<file path="src/rtl/ffsa_pkg.sv">
package ffsa_pkg;

  localparam int MEM_SIZE       = 1024;
  localparam int MAX_SEG        = 16;
  localparam int MAX_PROCESS_ID = 255;

  localparam int BASE_W = 10;
  localparam int LEN_W  = 11;
  localparam int PID_W  = 8;
  localparam int CMD_W  = 2;
  localparam int STAT_W = 2;
  localparam int IDX_W  = $clog2(MAX_SEG);
  localparam int CNT_W  = $clog2(MAX_SEG + 1);

  localparam logic [CMD_W-1:0] CMD_ALLOC = 2'd0;
  localparam logic [CMD_W-1:0] CMD_FREE  = 2'd1;

  localparam logic [STAT_W-1:0] ST_OK      = 2'd0;
  localparam logic [STAT_W-1:0] ST_NOFIT   = 2'd1;
  localparam logic [STAT_W-1:0] ST_NOOWNER = 2'd2;
  localparam logic [STAT_W-1:0] ST_FULL    = 2'd3;

  typedef struct packed {
    logic [BASE_W-1:0] base;
    logic [LEN_W-1:0]  len;
    logic [PID_W-1:0]  owner;
    logic              used;
  } entry_t;

  typedef enum logic [1:0] {
    TBL_NOP,
    TBL_WRITE,
    TBL_SPLIT,
    TBL_MERGE
  } tbl_op_e;

  typedef struct packed {
    tbl_op_e          op;
    logic [IDX_W-1:0] idx;
    entry_t           ent;
    entry_t           ent2;
  } tbl_cmd_t;

endpackage

</file>
<file path="src/rtl/ffsa_ctrl.sv">
module ffsa_ctrl import ffsa_pkg::*; (
  input  logic              clk_i,
  input  logic              rst_ni,
  input  logic              req_valid_i,
  output logic              req_ready_o,
  input  logic [CMD_W-1:0]  req_command_i,
  input  logic [LEN_W-1:0]  req_size_i,
  input  logic [PID_W-1:0]  req_pid_i,
  output logic              rsp_valid_o,
  input  logic              rsp_ready_i,
  output logic [STAT_W-1:0] rsp_status_o,
  output logic [BASE_W-1:0] rsp_start_o,
  output logic [LEN_W-1:0]  used_total_o,
  output tbl_cmd_t          tbl_cmd_o,
  output logic [IDX_W-1:0]  tbl_idx_o,
  input  entry_t            tbl_entry_i,
  input  logic [CNT_W-1:0]  tbl_count_i
);

  localparam logic [1:0] S_IDLE  = 2'd0;
  localparam logic [1:0] S_SCAN  = 2'd1;
  localparam logic [1:0] S_MERGE = 2'd2;
  localparam logic [1:0] S_OUT   = 2'd3;

  logic [1:0]        state_q, state_d;
  logic [LEN_W-1:0]  used_q, used_d;
  logic [CMD_W-1:0]  cmd_q, cmd_d;
  logic [LEN_W-1:0]  size_q, size_d;
  logic [PID_W-1:0]  pid_q, pid_d;
  logic [IDX_W-1:0]  idx_q, idx_d;
  entry_t            hold_q, hold_d;
  logic [STAT_W-1:0] status_q, status_d;
  logic [BASE_W-1:0] start_q, start_d;

  logic is_alloc, hit, last;

  assign is_alloc = (cmd_q == CMD_ALLOC);
  assign hit  = is_alloc ? (!tbl_entry_i.used && (tbl_entry_i.len >= size_q))
                         : (tbl_entry_i.used && (tbl_entry_i.owner == pid_q));
  assign last = ((CNT_W'(idx_q) + CNT_W'(1)) == tbl_count_i);

  always_comb begin
    state_d  = state_q;
    used_d   = used_q;
    cmd_d    = cmd_q;
    size_d   = size_q;
    pid_d    = pid_q;
    idx_d    = idx_q;
    hold_d   = hold_q;
    status_d = status_q;
    start_d  = start_q;
    tbl_cmd_o.op   = TBL_NOP;
    tbl_cmd_o.idx  = idx_q;
    tbl_cmd_o.ent  = '0;
    tbl_cmd_o.ent2 = '0;
    unique case (state_q)
      S_IDLE: begin
        if (req_valid_i) begin
          cmd_d    = req_command_i;
          size_d   = req_size_i;
          pid_d    = req_pid_i;
          idx_d    = '0;
          status_d = ST_OK;
          start_d  = '0;
          if (req_command_i == CMD_ALLOC && req_size_i == '0) begin
            status_d = ST_NOFIT;
            state_d  = S_OUT;
          end else if (req_command_i == CMD_ALLOC || req_command_i == CMD_FREE) begin
            state_d = S_SCAN;
          end else begin
            state_d = S_OUT;
          end
        end
      end
      S_SCAN: begin
        if (hit && is_alloc) begin
          state_d = S_OUT;
          if (tbl_entry_i.len == size_q) begin
            tbl_cmd_o.op        = TBL_WRITE;
            tbl_cmd_o.ent       = tbl_entry_i;
            tbl_cmd_o.ent.owner = pid_q;
            tbl_cmd_o.ent.used  = 1'b1;
            used_d  = used_q + size_q;
            start_d = tbl_entry_i.base;
          end else if (tbl_count_i == CNT_W'(MAX_SEG)) begin
            status_d = ST_FULL;
          end else begin
            tbl_cmd_o.op        = TBL_SPLIT;
            tbl_cmd_o.ent.base  = tbl_entry_i.base;
            tbl_cmd_o.ent.len   = size_q;
            tbl_cmd_o.ent.owner = pid_q;
            tbl_cmd_o.ent.used  = 1'b1;
            tbl_cmd_o.ent2.base = tbl_entry_i.base + size_q[BASE_W-1:0];
            tbl_cmd_o.ent2.len  = tbl_entry_i.len - size_q;
            used_d  = used_q + size_q;
            start_d = tbl_entry_i.base;
          end
        end else if (hit) begin
          tbl_cmd_o.op       = TBL_WRITE;
          tbl_cmd_o.ent.base = tbl_entry_i.base;
          tbl_cmd_o.ent.len  = tbl_entry_i.len;
          used_d = used_q - tbl_entry_i.len;
          if (last) begin
            state_d = S_OUT;
          end else begin
            hold_d       = '0;
            hold_d.base  = tbl_entry_i.base;
            hold_d.len   = tbl_entry_i.len;
            idx_d        = idx_q + IDX_W'(1);
            state_d      = S_MERGE;
          end
        end else if (last) begin
          status_d = is_alloc ? ST_NOFIT : ST_NOOWNER;
          state_d  = S_OUT;
        end else begin
          idx_d = idx_q + IDX_W'(1);
        end
      end
      S_MERGE: begin
        if (!tbl_entry_i.used) begin
          tbl_cmd_o.op       = TBL_MERGE;
          tbl_cmd_o.ent.base = hold_q.base;
          tbl_cmd_o.ent.len  = hold_q.len + tbl_entry_i.len;
        end
        state_d = S_OUT;
      end
      S_OUT: begin
        if (rsp_ready_i) begin
          state_d = S_IDLE;
        end
      end
    endcase
  end

  always_ff @(posedge clk_i or negedge rst_ni) begin
    if (!rst_ni) begin
      state_q <= S_IDLE;
      used_q  <= '0;
    end else begin
      state_q <= state_d;
      used_q  <= used_d;
    end
  end

  always_ff @(posedge clk_i) begin
    cmd_q    <= cmd_d;
    size_q   <= size_d;
    pid_q    <= pid_d;
    idx_q    <= idx_d;
    hold_q   <= hold_d;
    status_q <= status_d;
    start_q  <= start_d;
  end

  assign req_ready_o  = (state_q == S_IDLE);
  assign rsp_valid_o  = (state_q == S_OUT);
  assign rsp_status_o = status_q;
  assign rsp_start_o  = start_q;
  assign used_total_o = used_q;
  assign tbl_idx_o    = idx_q;

endmodule

</file>
<file path="config.mk">
export PLATFORM = sky130hd
export DESIGN_NAME = ffsa_ctrl
export DESIGN_NICKNAME = d
export VERILOG_FILES = /design/src/rtl/ffsa_pkg.sv /design/src/rtl/ffsa_ctrl.sv
export SDC_FILE = /design/constraint.sdc
export NUM_CORES = 1
export LEC_CHECK = 0
export BUFFER_PORTS_ARGS = -buffer_cell sky130_fd_sc_hd__buf_2
export CORE_MARGIN = 2
export CORE_UTILIZATION = 54
export DETAILED_ROUTE_END_ITERATION = 16
export PLACE_DENSITY = 0.93
export SETUP_SLACK_MARGIN = 0.15
export SYNTH_ARGS = -nofsm -noshare
export SYNTH_HDL_FRONTEND = slang
export SYNTH_SLANG_ARGS = --single-unit
</file>
<file path="constraint.sdc">
create_clock -name clk_i -period 5.7 [get_ports clk_i]
set_input_delay 0.57 -clock clk_i [delete_from_list [all_inputs] [get_ports clk_i]]
set_output_delay 0.57 -clock clk_i [all_outputs]
set_load 0.1 [all_outputs]
</file>
==> results of run 1 <==
[metrics by stage]
stage	power (uW)	worst slack [ps]
floorplan	2710	948
global placement	3010	1090
detailed placement	3060	953
CTS	3520	1110
global route	3690	542
finish	3530	1020
[per-layer routing]
metal	vias up	routed length, um	GRT usage (%)
met5	-	0	0
met4	0	436	11.4
met3	40	1180	4.74
met2	243	7290	47.3
met1	2334	6440	36.5
li1	2271	-	-
[power groups by stage]
stage                     sequential [uW]  combinational, uW  clock (uW)
after floorplan                      1510               1200           0
after global placement                837               2170           0
after detailed placement              845               2220           0
after CTS                             834               2230         465
after global routing                  851               2350         487
final                                 838               2230         462
[synth_stat cells, drive strengths merged (12+ instances only)]
cell type,number,area [sq um]
xnor2,31,272
o21ai,41,205
buf,18,144
nor3,14,86.3
edfxtp,58,1740
xor2,26,228
and2,24,150
nor2b,26,163
dfrtp,13,325
a21oi,27,139
ha,46,576
nor2,51,191
and3,12,75.1
inv,22,82.6
nand2,33,124
[worst paths after layout]
path | end | depth (start not counted) | start | slack (ps)
max reg2reg | used_total_o[10]$_DFFE_PN0P_ | 16 | size_q[4]$_DFFE_PP_ | 1020
max in group asynchronous | state_q[0]$_DFFE_PN0P_ | 1 | rst_ni | 5330
min | used_total_o[0]$_DFFE_PN0P_ | 1 | rst_ni | 100
min in group clk_i | pid_q[3]$_DFFE_PP_ | 1 | req_pid_i[3] | 390
max | used_total_o[10]$_DFFE_PN0P_ | 16 | size_q[4]$_DFFE_PP_ | 1020
min reg2reg | used_total_o[10]$_DFFE_PN0P_ | 1 | used_total_o[10]$_DFFE_PN0P_ | 490
[critical path, cell delays in order (launching register included)]
cell and delay [ps]:
edfxtp_1 520, inv_1 110, ha_1 370, a21oi_1 360
a31oi_4 150, a211o_2 400, nand2_1 370, o21ai_0 250
fa_1 470, a21oi_1 180, o21ai_0 100, and2_1 180
o41ai_1 400, o21ai_0 240, and3_1 240, o21ai_1 160
xnor2_1 130
[cell families (layout without fill, tap and decap cells)]
kind of cell / Yosys count / in the layout
simple gates: 193 / 193
flops: 71 / 71
fa+ha+maj: 50 / 50
compound gates: 130 / 130
other cells: 1 / 9
mux: 10 / 10
buf+inv: 49 / 187
xor+xnor: 57 / 57
[flip-flops by register name (all words and copies together) (netlist names)]
| name | cells |
|---|---|
| pid_q | 8 |
| hold_q | 21 |
| rsp_start_o | 10 |
| used_total_o | 11 |
| tbl_idx_o | 4 |
| state_q | 2 |
| size_q | 11 |
| rsp_status_o | 2 |
| cmd_q | 2 |
[layout make-up]
class | instances | area, sq um
Clock buffer | 10 | 128
Clock inverter | 6 | 92.6
Fill cell | 804 | 3310
Inverter | 23 | 86.3
Multi-Input combinational cell | 449 | 3220
Sequential cell | 71 | 2070
Tap cell | 133 | 166
Timing Repair Buffer | 148 | 748
==> summary.txt, run 1 <==
STA
  • Slew @ Worst Pin: 1080 ps
  • Post-route clock period utilization: 82.1%
  • Final setup violation count: 0
  • Max-slew headroom: 28.0%
  • Sum of negative setup slack: 0 ps
  • Unrepaired setup endpoints after global routing: false
  • Max Slew Vio Count: 0
  • Final Hold Fails: 0
  • Clock period minus worst slack: 4680 ps
  • Clk_skew: 13.9 ps
  • Max Clk Rate: 214 MHz
  • Hold WS: 103 ps

Drt
  • DR vias/cell: 5.82
  • Initial DRC Count: 359
  • Vias post-DR: 4888
  • Drt pass-1 iters: 5
  • DRC errors left: 0
  • Final wirelength: 15.3 mm
  • Drt wl/cell: 18.3 um
  • Post-route ant nets: 0

Cells and area
  • Finished layout cell area: 6510 sq um
  • Share of post-route cells with drive strength above 1: 25.9%
  • Layout Nets: 812
  • Layout area overhead: 18.1%
  • Most frequent cells in the layout: buf_2 (145), edfxtp_1 (58), nor2_1 (51)
  • N_diodes: 0
  • Util after Layout: 66.3%
  • Non-Filler Instances: 840
  • Most common cell after layout, fill and taps aside: buf_2

Yosys
  • Post-Synth Simple-Gate Area: 18.7%
  • Asr flop ratio synth: 18.3%
  • Cells after synthesis: 561
  • Post-Synthesis Cell Area: 5510 sq um
  • Syn avg cell area: 9.82 sq um
  • Post-synthesis sequential area ratio: 37.5%
  • Xor-xnor portion of the synthesized cell area: 9.06%
  • Main combinational cell family by area after synthesis: simple AND/OR/NAND/NOR gates
  • Synth Register Bits: 71
  • Dominant synthesized flop cell: edfxtp_1
  • Compound-Gate Fraction of Synth Area: 15.5%
  • Mux contribution to synthesized area: 2.57%
  • Synth unique cells: 60
  • Adder-Cell Fraction of Synth Area: 11.9%
  • Number of synthesized flops with an enable pin: 58
  • Warnings, synthesis: 0

Floorplanning
  • Die area: 11000 sq um
  • Die width: 105 um
  • # rows: 36
  • I/O pins: 155
  • Die H: 105 um
  • Starting Density: 56.1%
  • Core Box Area: 9820 sq um

CTS
  • CTS H-tree depth: 3
  • Clk buf depth: 2
  • Clk_lat worst skew: 360 ps
  • TritonCTS clock tree: yes
  • Setup Buffers After CTS: 0
  • CTS buffer count: 9
  • Hold_buf cts: 0
  • # resized after CTS: 0
  • Worst-path clk slew: 90 ps
  • Clock Sinks: 71
  • CTS root buffer: clkbuf_8

Global routing
  • Initial antenna violation count: 0
  • Overall routing resource usage: 28.3%
  • Largest net degree at the start of global routing: 27
  • Global-route wire length before repair: 24.5 mm
  • Vias in the first global route: 4861
  • GR Overflow Total: 0

Min path
  • Hold WC Path Type: primary input to async pin

Power and ir drop
  • Net load switching power: 2040 uW
  • P_leak: 0.00296 uW
  • Design internal power: 1490 uW
  • Clock share of power: 13.1%
  • Worst IR Drop VDD: 0.442 mV
  • Switch share: 57.9%
  • Power per cell area: 543 nW/um^2
  • Combinational power share: 63.2%
  • Seq pwr share: 23.7%

Worst setup path
  • CP Launch Type: flop
  • Crit Path Max Fanout: 18
  • Worst Path Required: 5980 ps
  • Crit path arrival time: 4960 ps
  • Critical setup path kind: flop to flop
  • Crit end category: flop

Outcome
  • Status: complete, no violations

Place
  • HPWL Detailed: 11.8 mm
  • Placed Area: 6290 sq um
  • Final GP Congestion: 0.937
  • Count of input and output buffers: 145
  • Placed cells: 824

Job
  • Max-cap violations: 0
Power figures use the tool's default switching activity.
==> run 2: changes to the inputs <==
--- a/config.mk
+++ b/config.mk
@@ -7,9 +7,9 @@
 export LEC_CHECK = 0
 export BUFFER_PORTS_ARGS = -buffer_cell sky130_fd_sc_hd__buf_2
 export CORE_MARGIN = 2
-export CORE_UTILIZATION = 54
+export CORE_UTILIZATION = 48
 export DETAILED_ROUTE_END_ITERATION = 16
-export PLACE_DENSITY = 0.93
+export PLACE_DENSITY = 0.88
 export SETUP_SLACK_MARGIN = 0.15
 export SYNTH_ARGS = -nofsm -noshare
 export SYNTH_HDL_FRONTEND = slang
==> constraint.sdc (replaced) <==
create_clock -name clk_i -period 4 [get_ports clk_i]
set_input_delay 0.4 -clock clk_i [delete_from_list [all_inputs] [get_ports clk_i]]
set_output_delay 0.4 -clock clk_i [all_outputs]
set_load 0.1 [all_outputs]
==> run 2 against run 1 <==
Net effect: clock power grew 78%; routed wire length rose by 4.8%; die area is 12% higher; sequential power up 41%; critical endpoint is now tbl_cmd_o[54]; largest power group unchanged.
==> summary.txt, run 2 (same netlist as run 1, synthesis figures left out) <==
Outcome
  • Status: complete, no violations

Cells and area
  • Most common cell after layout, fill and taps aside: buf_2
  • N_diodes: 0 (unchanged)
  • Layout Nets: 870 (+7.1%)
  • Layout fillers: 840 (+4.5%)
  • Share of post-route cells with drive strength above 1: 35.6% (+9.7 points)
  • Area of the multi-input gates: 3370 sq um (+4.5%)
  • Layout area overhead: 35.4%
  • Largest reg by FF count: hold_q
  • Most frequent cells in the layout: buf_2 (128), edfxtp_1 (58), buf_4 (56)
  • Sequential cell area: 2070 sq um (unchanged)
  • Number of flip-flops under the largest register name: 21 (unchanged)

Floorplanning
  • Starting Density: 48.7% (-7.4 points)
  • Die area: 12400 sq um (+12%)
  • I/O pins: 155 (unchanged)
  • # rows: 39 (+8.3%)
  • Die width: 111 um (+5.8%)
  • Die H: 111 um (+5.8%)
  • Core Box Area: 11300 sq um (+15%)

Worst setup path
  • CP Launch Type: flop
  • Worst setup path startpoint: size_q[6]$_DFFE_PP_
  • Launching point of the worst reg2reg path: size_q[1]$_DFFE_PP_
  • Crit Path Max Fanout: 13 (-5)
  • Critical setup path kind: flop to output pin
  • Crit path arrival time: 3380 ps (-1580 ps)
  • Crit end category: output pin
  • FF-to-FF setup slack: 250 ps (-770 ps)
  • R2R depth: 18 (+2)
  • Reg-to-Reg End: used_total_o[9]$_DFFE_PN0P_
  • Worst Path Required: 3600 ps (-2380 ps)

Drt
  • Drt wl/cell: 17.7 um (-3.0%)
  • Highest Signal Layer: met4
  • Drt pass-1 iters: 5 (unchanged)
  • Total length of routed met2 wires: 7.64 mm (+4.8%)
  • Wire length on met3: 1.30 mm (+10%)
  • DRC errors left: 0 (unchanged)
  • Final wirelength: 16.1 mm (+4.8%)
  • Vias post-DR: 5110 (+4.5%)
  • M1 WL: 6.59 mm (+2.4%)
  • DR vias/cell: 5.63 (-3.3%)
  • Post-route ant nets: 0 (unchanged)
  • Initial DRC Count: 449 (+25%)

STA
  • Clk_skew: 6.52 ps (-7.35 ps)
  • Clock period minus worst slack: 3780 ps
  • Unrepaired setup endpoints after global routing: true
  • Max-slew headroom: 39.5% (+11 points)
  • Sum of negative setup slack: 0 ps (unchanged)
  • Post-route clock period utilization: 94.4%
  • Final Hold Fails: 0 (unchanged)
  • Final setup violation count: 0 (unchanged)
  • Max Clk Rate: 265 MHz
  • Slew @ Worst Pin: 908 ps (-172 ps)
  • Max Slew Vio Count: 0 (unchanged)

CTS
  • CTS root buffer: clkbuf_16
  • Clk buf depth: 2 (unchanged)
  • Clock Sinks: 71 (unchanged)
  • Worst-path clk slew: 60 ps (-30 ps)
  • CTS H-tree depth: 3 (unchanged)
  • TritonCTS clock tree: yes
  • Clk_lat worst skew: 350 ps (about the same)
  • CTS buffer count: 9 (unchanged)

Global routing
  • Vias in the first global route: 4985 (+2.6%)
  • Overall routing resource usage: 25.1% (-3.2 points)
  • GR Overflow Total: 0 (unchanged)
  • Initial antenna violation count: 0 (unchanged)
  • Global-route wire length before repair: 24.8 mm (+1.5%)
  • Largest net degree at the start of global routing: 25 (-7.4%)

Min path
  • Hold WC Path Type: primary input to flop
  • Hold depth: 1
  • Hold path startpoint: req_pid_i[5]
  • Hold endpoint: pid_q[5]$_DFFE_PP_

Power and ir drop
  • Power per cell area: 735 nW/um^2 (+35%)
  • P_leak: 0.00337 uW (+14%)
  • Total power: 5490 uW (+55%)
  • Worst IR Drop VDD: 0.619 mV (+40%)

Place
  • HPWL Detailed: 12.2 mm (+3.2%)
  • Final GP Congestion: 0.916 (-2.2%)
  • Count of input and output buffers: 145 (unchanged)

Job
  • Max-cap violations: 0 (unchanged)
## run 2: worst max path at each step
stage                     slack, ps                            to
after floorplan                 150                 tbl_cmd_o[42]
after global placement          140  used_total_o[10]$_DFFE_PN0P_
after detailed placement         10  used_total_o[10]$_DFFE_PN0P_
after CTS                       150  used_total_o[10]$_DFFE_PN0P_
after global routing              9   used_total_o[9]$_DFFE_PN0P_
final                           220                 tbl_cmd_o[54]
## run 2: final cells by class
type | count | share of cell area [%]
Sequential cell | 71 | 27.7
Clock inverter | 6 | 0.956
Clock buffer | 10 | 3.07
Timing Repair Buffer | 206 | 19.6
Inverter | 23 | 1.16
Tap cell | 143 | 2.40
Multi-Input combinational cell | 449 | 45.1
## run 2: stage by stage
stage               instances  util [%]  cell area (sq um)  setup WS (ps)  hold slack, ps
finish                    908      65.9               7460            222             225
CTS                       896      64.1               7260            151             226
global route              908      65.9               7460           9.19             221
global placement          876      61.1               6920            145             337
detailed placement        876      61.1               6920           12.5             333
floorplan                 569         -               5590            150             104
## run 2: worst max-delay path, stage by stage, from the launching register on
cell      delay, ps
edfxtp_1        420
inv_1            90
ha_1            360
nand4_1         200
nor4_4          290
buf_4           180
buf_4           110
buf_4           120
nor3_4           40
buf_12          150
buf_4           150
a211oi_4        290
buf_6           180
a22oi_1          80
nor2b_2         170
buf_12          190
## run 2: layer usage
layer  vias to the layer above  GRT usage [%]
met5                         -              0
met4                         0           9.63
met3                        42           3.83
met2                       262           42.7
met1                      2418           32.4
li1                       2388              -
## run 2: report_power, final
group | internal (uW) | switching [uW] | total, uW
Combinational | 946 | 2540 | 3490
Sequential | 1040 | 137 | 1180
Clock | 486 | 335 | 821
## run 2: what timing repair did
item / in CTS / in global routing
pin swaps: 2 / 15
hold buffers: 1 / 0
setup endpoints to repair: 12 / 47
endpoints found under the hold margin: 13 / 0
buffers inserted: 3 / 12
gates resized for setup: 5 / 28
